`config.mk`:
```
export PLATFORM = sky130hd
export DESIGN_NAME = dpd_accum
export DESIGN_NICKNAME = d
export VERILOG_FILES = /design/src/dpd_pkg.sv /design/src/dpd_accum.sv
export SDC_FILE = /design/constraint.sdc
export NUM_CORES = 1
export LEC_CHECK = 0
export BUFFER_PORTS_ARGS = -buffer_cell sky130_fd_sc_hd__buf_4
export CAP_MARGIN = 10
export CELL_PAD_IN_SITES_DETAIL_PLACEMENT = 0
export CELL_PAD_IN_SITES_GLOBAL_PLACEMENT = 1
export CORE_MARGIN = 5
export CORE_UTILIZATION = 40
export CTS_BUF_LIST = sky130_fd_sc_hd__clkbuf_16
export DETAILED_ROUTE_END_ITERATION = 6
export PLACE_DENSITY_LB_ADDON = 0.05
export SYNTH_ARGS = -nofsm -noshare
export SYNTH_HDL_FRONTEND = slang
export SYNTH_SLANG_ARGS = --single-unit
```
`constraint.sdc`:
```
create_clock -name aclk -period 7.5 [get_ports aclk]
set_clock_uncertainty 0.2 [all_clocks]
set_input_delay 1.125 -clock aclk [delete_from_list [all_inputs] [get_ports aclk]]
set_output_delay 1.125 -clock aclk [all_outputs]
set_load 0.05 [all_outputs]
```
`src/dpd_pkg.sv`:
```
// Shared types and constants of the detection proposal decoder.
package dpd_pkg;

    localparam int BOX_CHANNELS    = 4;
    localparam int DEFAULT_CLASSES = 80;
    localparam int FRAC_SHIFT      = 33;

    localparam int CFG_IDX_W  = 3;
    localparam int CFG_DATA_W = 24;

    localparam logic [CFG_IDX_W-1:0] CFG_CONF_THRESHOLD = 3'd0;
    localparam logic [CFG_IDX_W-1:0] CFG_CLASS_COUNT    = 3'd1;
    localparam logic [CFG_IDX_W-1:0] CFG_X_SCALE        = 3'd2;
    localparam logic [CFG_IDX_W-1:0] CFG_Y_SCALE        = 3'd3;
    localparam logic [CFG_IDX_W-1:0] CFG_IMAGE_WIDTH    = 3'd4;
    localparam logic [CFG_IDX_W-1:0] CFG_IMAGE_HEIGHT   = 3'd5;

    localparam logic [16:0] RST_CONF_THRESHOLD = 17'd32768;
    localparam logic [7:0]  RST_CLASS_COUNT    = 8'd80;
    localparam logic [23:0] RST_X_SCALE        = 24'd65536;
    localparam logic [23:0] RST_Y_SCALE        = 24'd65536;
    localparam logic [13:0] RST_IMAGE_WIDTH    = 14'd640;
    localparam logic [13:0] RST_IMAGE_HEIGHT   = 14'd640;

    typedef struct packed {
        logic signed [31:0] channel_value;
        logic               last_channel;
        logic               frame_start;
    } dpd_in_t;

    typedef struct packed {
        logic [12:0] box_left;
        logic [12:0] box_top;
        logic [12:0] box_span_x;
        logic [12:0] box_span_y;
        logic [6:0]  class_index;
        logic [30:0] score;
        logic [15:0] proposal_number;
    } dpd_out_t;

    // Per-proposal values that ride along the edge pipeline unchanged.
    typedef struct packed {
        logic [6:0]  class_index;
        logic [30:0] score;
        logic [15:0] proposal_number;
    } dpd_tag_t;

    // A finished, kept proposal handed from the accumulator to the edge units.
    typedef struct packed {
        logic               valid;
        logic signed [31:0] center_x;
        logic signed [31:0] center_y;
        logic signed [31:0] width;
        logic signed [31:0] height;
        dpd_tag_t           tag;
    } dpd_dec_t;

    // Load enables of the edge pipeline stages.
    typedef struct packed {
        logic sum;
        logic mul;
        logic clamp;
        logic outp;
    } dpd_pipe_ld_t;

endpackage

```
`src/dpd_accum.sv`:
```
// Per-proposal accumulator: box channels, running class maximum and numbering.
module dpd_accum import dpd_pkg::*; #(
    parameter int MAX_CLASSES   = 128,
    parameter int MAX_CHANNELS  = 512,
    parameter int MAX_PROPOSALS = 65536
) (
    input  logic        aclk,
    input  logic        aresetn,
    input  logic        accept,
    input  dpd_in_t     in_word,
    input  logic        dec_take,
    input  logic [16:0] conf_threshold,
    input  logic [7:0]  class_count,
    output dpd_dec_t    dec
);

    localparam int CH_W   = $clog2(MAX_CHANNELS);
    localparam int CLS_W  = (MAX_CLASSES > 1) ? $clog2(MAX_CLASSES) : 1;
    localparam int CLS_XW = CLS_W + 7;
    localparam int CMP_W  = 16;
    localparam int PROP_LIM = (MAX_PROPOSALS > 65536) ? 65536 : MAX_PROPOSALS;
    localparam int PROP_W = (PROP_LIM > 1) ? $clog2(PROP_LIM) : 1;

    logic [CH_W-1:0]          cnt_reg, cnt_next;
    logic signed [31:0]       box_reg [BOX_CHANNELS];
    logic signed [31:0]       box_next [BOX_CHANNELS];
    logic [30:0]              best_reg, best_next;
    logic [CLS_W-1:0]         cls_reg, cls_next;
    logic [PROP_W-1:0]        prop_reg, prop_next;
    dpd_dec_t                 dec_reg, dec_next;

    logic [CMP_W-1:0]         cls_base, cls_eff, class_off;
    logic                     in_class, better, keep;
    logic [PROP_W-1:0]        number;
    logic [CLS_XW-1:0]        cls_wide;
    logic signed [31:0]       v;

    assign v = in_word.channel_value;

    always_comb begin
        cls_base  = (class_count == 8'd0) ? CMP_W'(DEFAULT_CLASSES) : CMP_W'(class_count);
        cls_eff   = (cls_base > CMP_W'(MAX_CLASSES)) ? CMP_W'(MAX_CLASSES) : cls_base;
        class_off = CMP_W'(cnt_reg) - CMP_W'(BOX_CHANNELS);
        in_class  = (cnt_reg >= CH_W'(BOX_CHANNELS)) && (class_off < cls_eff);
        better    = in_class && !v[31] && (v[30:0] > best_reg);
        number    = in_word.frame_start ? '0 : prop_reg;

        for (int i = 0; i < BOX_CHANNELS; i++) begin
            box_next[i] = box_reg[i];
        end
        if (cnt_reg < CH_W'(BOX_CHANNELS)) begin
            box_next[cnt_reg[1:0]] = v;
        end
        best_next = better ? v[30:0] : best_reg;
        cls_next  = better ? CLS_W'(class_off) : cls_reg;
        cnt_next  = (cnt_reg < CH_W'(MAX_CHANNELS - 1)) ? cnt_reg + 1'b1 : cnt_reg;
        keep      = best_next >= 31'(conf_threshold);
        cls_wide  = CLS_XW'(cls_next);

        dec_next = dec_reg;
        if (dec_take) begin
            dec_next.valid = 1'b0;
        end
        if (accept && in_word.last_channel) begin
            dec_next.valid                = keep;
            dec_next.center_x             = box_next[0];
            dec_next.center_y             = box_next[1];
            dec_next.width                = box_next[2];
            dec_next.height               = box_next[3];
            dec_next.tag.class_index      = cls_wide[6:0];
            dec_next.tag.score            = best_next;
            dec_next.tag.proposal_number  = 16'(number);
        end

        if (in_word.last_channel) begin
            prop_next = (number == PROP_W'(PROP_LIM - 1)) ? '0 : number + 1'b1;
        end else begin
            prop_next = number;
        end
    end

    always_ff @(posedge aclk) begin
        if (!aresetn) begin
            cnt_reg   <= '0;
            best_reg  <= '0;
            cls_reg   <= '0;
            prop_reg  <= '0;
            dec_reg.valid <= 1'b0;
            for (int i = 0; i < BOX_CHANNELS; i++) begin
                box_reg[i] <= '0;
            end
        end else begin
            dec_reg.valid    <= dec_next.valid;
            dec_reg.center_x <= dec_next.center_x;
            dec_reg.center_y <= dec_next.center_y;
            dec_reg.width    <= dec_next.width;
            dec_reg.height   <= dec_next.height;
            dec_reg.tag      <= dec_next.tag;
            if (accept) begin
                prop_reg <= prop_next;
                if (in_word.last_channel) begin
                    // Every proposal starts from a clean slate, kept or not.
                    cnt_reg  <= '0;
                    best_reg <= '0;
                    cls_reg  <= '0;
                    for (int i = 0; i < BOX_CHANNELS; i++) begin
                        box_reg[i] <= '0;
                    end
                end else begin
                    cnt_reg  <= cnt_next;
                    best_reg <= best_next;
                    cls_reg  <= cls_next;
                    for (int i = 0; i < BOX_CHANNELS; i++) begin
                        box_reg[i] <= box_next[i];
                    end
                end
            end
        end
    end

    assign dec = dec_reg;

endmodule

```
# ---- Yosys cells after proc, flatten, opt, wreduce, memory -nomap -nowiden
# Memories as Yosys holds them, arrays and structs flattened.
# Index checks and enable logic that the tools add are counted.
dict set report totals {
  register_bits 246
  mem_bits_rw 128
  elab_cells 80
  memories 1
}
dict set report op_classes {
  add_sub_neg 3
  order_cmp 9
  eq_ne 1
  muxes 34
  bitwise_logic 9
  reduce_logical 11
}
# memory words width rd rd_clocked_by_memory_dff wr line_no
set mem_list {}
lappend mem_list {box_reg 4 32 4 0 4 dpd_accum.sv:25} ;# logic signed [31:0] box_reg [BOX_CHANNELS];
# op count
set ops {}
lappend ops {{2-to-1 mux 32 bit} 9}
lappend ops {{2-to-1 mux 183 bit} 1}
lappend ops {{bitwise mux 128 bit} 1}
lappend ops {{2-to-1 mux 128 bit} 1}
lappend ops {{demux 32 bit (select 2 bit)} 1}
lappend ops {{2-to-1 mux 31 bit} 2}
lappend ops {{2-to-1 mux 16 bit} 3}
lappend ops {{greater-or-equal comparator 31 x 17 -> 1 bit} 1}
lappend ops {{> comparator 31 bit} 1}
lappend ops {{2-to-1 mux 9 bit} 2}
lappend ops {{adder 16 x 1 -> 16 bit, second input constant} 1}
lappend ops {{equality test 16 bit, second input constant} 1}
lappend ops {{< comparator 16 x 8 -> 1 bit} 1}
lappend ops {{2-to-1 mux 8 bit} 2}
lappend ops {{2-to-1 mux 7 bit} 2}
lappend ops {{2-to-1 mux 1 bit} 10}
lappend ops {{subtractor 9 x 3 -> 10 bit, second input constant} 1}
lappend ops {{adder 9 x 1 -> 9 bit, second input constant} 1}
lappend ops {{greater-or-equal comparator 9 x 3 -> 1 bit, second input constant} 1}
lappend ops {{< comparator 9 x 3 -> 1 bit, second input constant} 1}
lappend ops {{< comparator 9 bit, second input constant} 1}
lappend ops {{> comparator 8 bit, second input constant} 1}
lappend ops {{logical NOT 8 bit} 1}
lappend ops {{bitwise OR 1 bit} 8}
lappend ops {{other kinds (7)} 13}

# ---- Depth between registers and ports, before layout
dict set report depth {
  word_depth 11
  depth_mapped 22
  mapped_depth_nobuf 20
}

# ---- Least setup slack after synthesis
# No wires, ideal clock.
dict set report synth_path {
  path_kind {input -> register}
  start {input port aresetn}
  end {register dec_reg (netlist bit dec[0]), enable pin}
  arrival_time_ns 5.817
  t_required_ns 6.735
  slack_ns 0.918
  stages 3
  cell_sequence {clkbuf_1 -> clkbuf_1 -> and3_1}
}
dict set report synth_between {
  elab_chain_cells 1
}
# element line_no
set synth_rtl {}
lappend synth_rtl {{from (decl)} dpd_accum.sv:8} ;# input logic aresetn,
lappend synth_rtl {{AND reduction 2 bit (no source line)} --}
lappend synth_rtl {{to (decl)} dpd_accum.sv:30} ;# dpd_dec_t dec_reg, dec_next;
# No other way between the ends.
# A chain may end at the register's enable or synchronous reset.

# ---- Worst setup path in the final report
dict set report layout_path {
  start {register cnt_reg[2]}
  end {register dec_reg (netlist bit dec[182])}
}
dict set report layout_between {
  elab_chain_cells 8
}
# element line_no
set layout_rtl {}
lappend layout_rtl {{from (decl)} dpd_accum.sv:24} ;# logic [CH_W-1:0] cnt_reg, cnt_next;
lappend layout_rtl {{from (signal assigned)} dpd_accum.sv:110} ;# cnt_reg <= cnt_next;
lappend layout_rtl {{subtractor 9 x 3 -> 10 bit} dpd_accum.sv:43} ;# class_off = CMP_W'(cnt_reg) - CMP_W'(BOX_CHANNELS);
lappend layout_rtl {{< comparator 16 x 8 -> 1 bit} dpd_accum.sv:44} ;# in_class = (cnt_reg >= CH_W'(BOX_CHANNELS)) && (class_off < cls_eff);
lappend layout_rtl {{logical AND 1 bit (*)} dpd_accum.sv:44}
lappend layout_rtl {{logical AND 1 bit (*) (2 in a row)} dpd_accum.sv:45} ;# better = in_class && !v[31] && (v[30:0] > best_reg);
lappend layout_rtl {{2-to-1 mux 31 bit (*)} dpd_accum.sv:54} ;# best_next = better ? v[30:0] : best_reg;
lappend layout_rtl {{named net best_next[12]} dpd_accum.sv:27} ;# logic [30:0] best_reg, best_next;
lappend layout_rtl {{greater-or-equal comparator 31 x 17 -> 1 bit (*)} dpd_accum.sv:57} ;# keep = best_next >= 31'(conf_threshold);
lappend layout_rtl {{2-to-1 mux 183 bit (*)} dpd_accum.sv:64} ;# if (accept && in_word.last_channel) begin
# Mark *: on every way through the listed nets, which the timed path passes. The rest lies on a longest branch.

==> impl_metrics.tcl <==
set metrics [dict create \
    fmax_mhz 191 \
    crit_arrival_ns 5.47 \
    cap_viol_max_count 0 \
    syn_nets 1319 \
    die_area_sq_um 45100 \
    netlist_instances 1194 \
    stdcell_count 1994 \
    seq_area_frac_synth_pct 62.7 \
    slew_viol_final 0 \
    placed_cells 1916 \
    cp-start-kind "flop" \
    grt_pass1_vias 10500 \
    synth.most_common_cell "edfxtp_1" \
    met2_length_um 20200 \
    path_cells "inv_1, ha_1, nand2_1, xnor2_1, ha_1, a21o_1, a211oi_1, nand4b_1, a221oi_1, o21ai_4, buf_4, mux2_2, ha_1, a21o_1, a21oi_1, o21ai_0, a211oi_1, o31ai_1, o311a_1" \
    clkSlewWorstSetupHoldPaths_ns 0.06 \
    period_share_pct 69.7 \
    p_leak_uw 0.00782 \
    n_antenna_cell 0 \
    route.top_layer_used "met5" \
    regArea_sq_um 10300 \
    largest_reg_flops 183 \
    cts_resized 0 \
    final_layout_size_suffix_gt1_share_pct 33.0 \
    synthTopCellsByArea "edfxtp_1 (51%), dfxtp_1 (12%), mux2_2 (11%)" \
    setup_tns_ns 0 \
    yosys_warnings 0 \
    multi_input_area_sq_um 5620 \
    rsz0062_at_grt "no" \
    yosysUniqueCellTypes 54 \
    start_util_pct 40.3 \
    wl_met1_um 19300 \
    syn_avg_cell_area_sq_um 13.7 \
    max_stage_delay_ns 0.41 \
    dp_hpwl_um 27200 \
    power_density_nw_per_um2 236 \
    clock_latency_ns 0.56 \
    crit_family "compound AO/OA/AOI/OAI gates" \
    core-area_sq_um 40600 \
    grt_max_degree 136 \
    relSlewSlack_pct 22.6 \
    gp_congestion 0.760 \
    cts.sinks 374 \
    crit_type "flop to flop" \
    cts_hold_buf 0 \
    status "completed" \
    drc 0 \
    via_per_inst 5.13 \
    nets 1554 \
    synthArstFlopShare_pct 0 \
    overflow 0 \
    dieWidth_um 212 \
    wl_per_cell_um 21.5 \
    hold_violations 0 \
    synth-seq-cells 374 \
    root_buffer "clkbuf_16" \
    crit_required_ns 7.75 \
    path_buf_inv 2 \
    worst_path_most_repeated_cell "ha_1" \
    reg2reg_setup_slack_ns 2.27 \
    cts_tree "built" \
    drt-initial-drc-count 473 \
    yosys.area.top_type_share_pct 51.0 \
    worst_path_max_delay_cell "a221oi_1" \
    drt_wl_total_um 42800 \
    finalCriticalPeriod_ns 5.23 \
    track_usage_pct 18.7 \
    ant_nets 0 \
    synth_edf_count 278 \
    num_rows 74 \
    cts_setup_buffers 0 \
    h-tree-depth 2 \
    synthTopCellsByCount "edfxtp_1 (278), mux2_2 (157), nor2b_1 (144), dfxtp_1 (96), inv_1 (66)" \
    cts.path.max_buffers 3 \
    synth_ff_type "edfxtp_1" \
    peakVddDrop_mv 0.136 \
    tightest_slew_ns 1.16 \
    cts-buffers-inserted 43 \
    wl_met3_um 2510 \
    portBuffers 245 \
    endpoint_kind "flop" \
    ioPinCount 246 \
    vias 10200 \
    hold_path.class "flop to flop" \
    grt_pass1_wl_um 64400 \
    antenna_found_initial 3 \
    worstPathMaxFanout 25 \
    n_fill_cell 3649 \
    drt_pass1_iterations 5 \
    setup_viol 0 \
    yosys.area.top_type "edfxtp_1" \
    netlist_area_sq_um 16400 \
    syn2layout_area_growth_pct 22.4 \
    die_h_um 212 \
]
final cells by class:
class	count	share of cell area (%)
Clock buffer	43	5.37
Clock inverter	35	1.41
Inverter	66	1.24
Multi-Input combinational cell	695	28.0
Sequential cell	374	51.2
Tap cell	532	3.32
Timing Repair Buffer	249	9.39
layer usage:
layer / up-vias / GRT usage, %
met2: 195 / 30.2
met3: 56 / 4.69
met5: - / 0
li1: 4890 / -
met1: 5078 / 25.2
met4: 6 / 5.05
where the power goes:
group	total [uW]	leakage [uW]	internal, uW	switching, uW
clock	2040	0.000719	1210	828
sequential	2300	0.00354	2290	18.1
combinational	383	0.00356	129	254
placed cells by master, fill, tap and decap left out, drive strengths merged, types with 5 or more instances in the layout:
master	n
dfxtp	96
nor4	10
and3	9
xnor2	7
a32o	5
nor3	10
nand3	11
a21o	10
nand2	42
a22oi	34
a22o	41
nand4	13
mux2	158
inv	80
clkinv	15
nor2b	144
nand2b	9
bufinv	5
xor2	5
ha	62
o21ai	37
buf	249
clkbuf	43
edfxtp	278
a21oi	25
nor2	21
worst reg2reg max path, stage by stage (launching register included):
cell and delay, ns:
dfxtp_1 0.37, inv_1 0.20, ha_1 0.29, nand2_1 0.10
xnor2_1 0.31, ha_1 0.32, a21o_1 0.19, a211oi_1 0.22
nand4b_1 0.12, a221oi_1 0.41, o21ai_4 0.32, buf_4 0.34
mux2_2 0.35, ha_1 0.30, a21o_1 0.18, a21oi_1 0.12
o21ai_0 0.10, a211oi_1 0.25, o31ai_1 0.10, o311a_1 0.32
worst paths after layout:
kind / endpoint / cells after the start / start
max: dec[182] / 19 / cnt_reg[2]
min: prop_reg[11] / 2 / prop_reg[11]
max reg2reg: dec[182] / 19 / cnt_reg[2]
min reg2reg: prop_reg[11] / 2 / prop_reg[11]
logic make-up (layout without fill, tap and decap cells):
kind of cell,after synthesis,in the layout,share of synthesized area [%]
and+or+nand+nor,290,290,10.3
adders and majority gates,62,62,4.74
AOI/OAI and AO/OA,173,173,7.45
xor gates and xnor gates,12,12,0.642
DFF,374,374,62.7
muxes,158,158,10.9
buffers and inverters,125,393,3.28
metrics by stage:
stage / worst slack, ns / utilization (%) / hold WS [ns] / instance area (sq um) / total power, uW
2_1_floorplan: 0.918 / - / 0.227 / 16400 / 2590
3_3_place_gp: 1.81 / 46.0 / 0.246 / 18700 / 2730
3_5_place_dp: 1.77 / 46.0 / 0.255 / 18700 / 2740
4_1_cts: 2.24 / 49.3 / 0.263 / 20000 / 4800
5_1_grt: 1.90 / 49.3 / 0.278 / 20000 / 4910
6_report: 2.27 / 49.3 / 0.261 / 20000 / 4720
No activity file was read; power rests on OpenSTA's default activity.
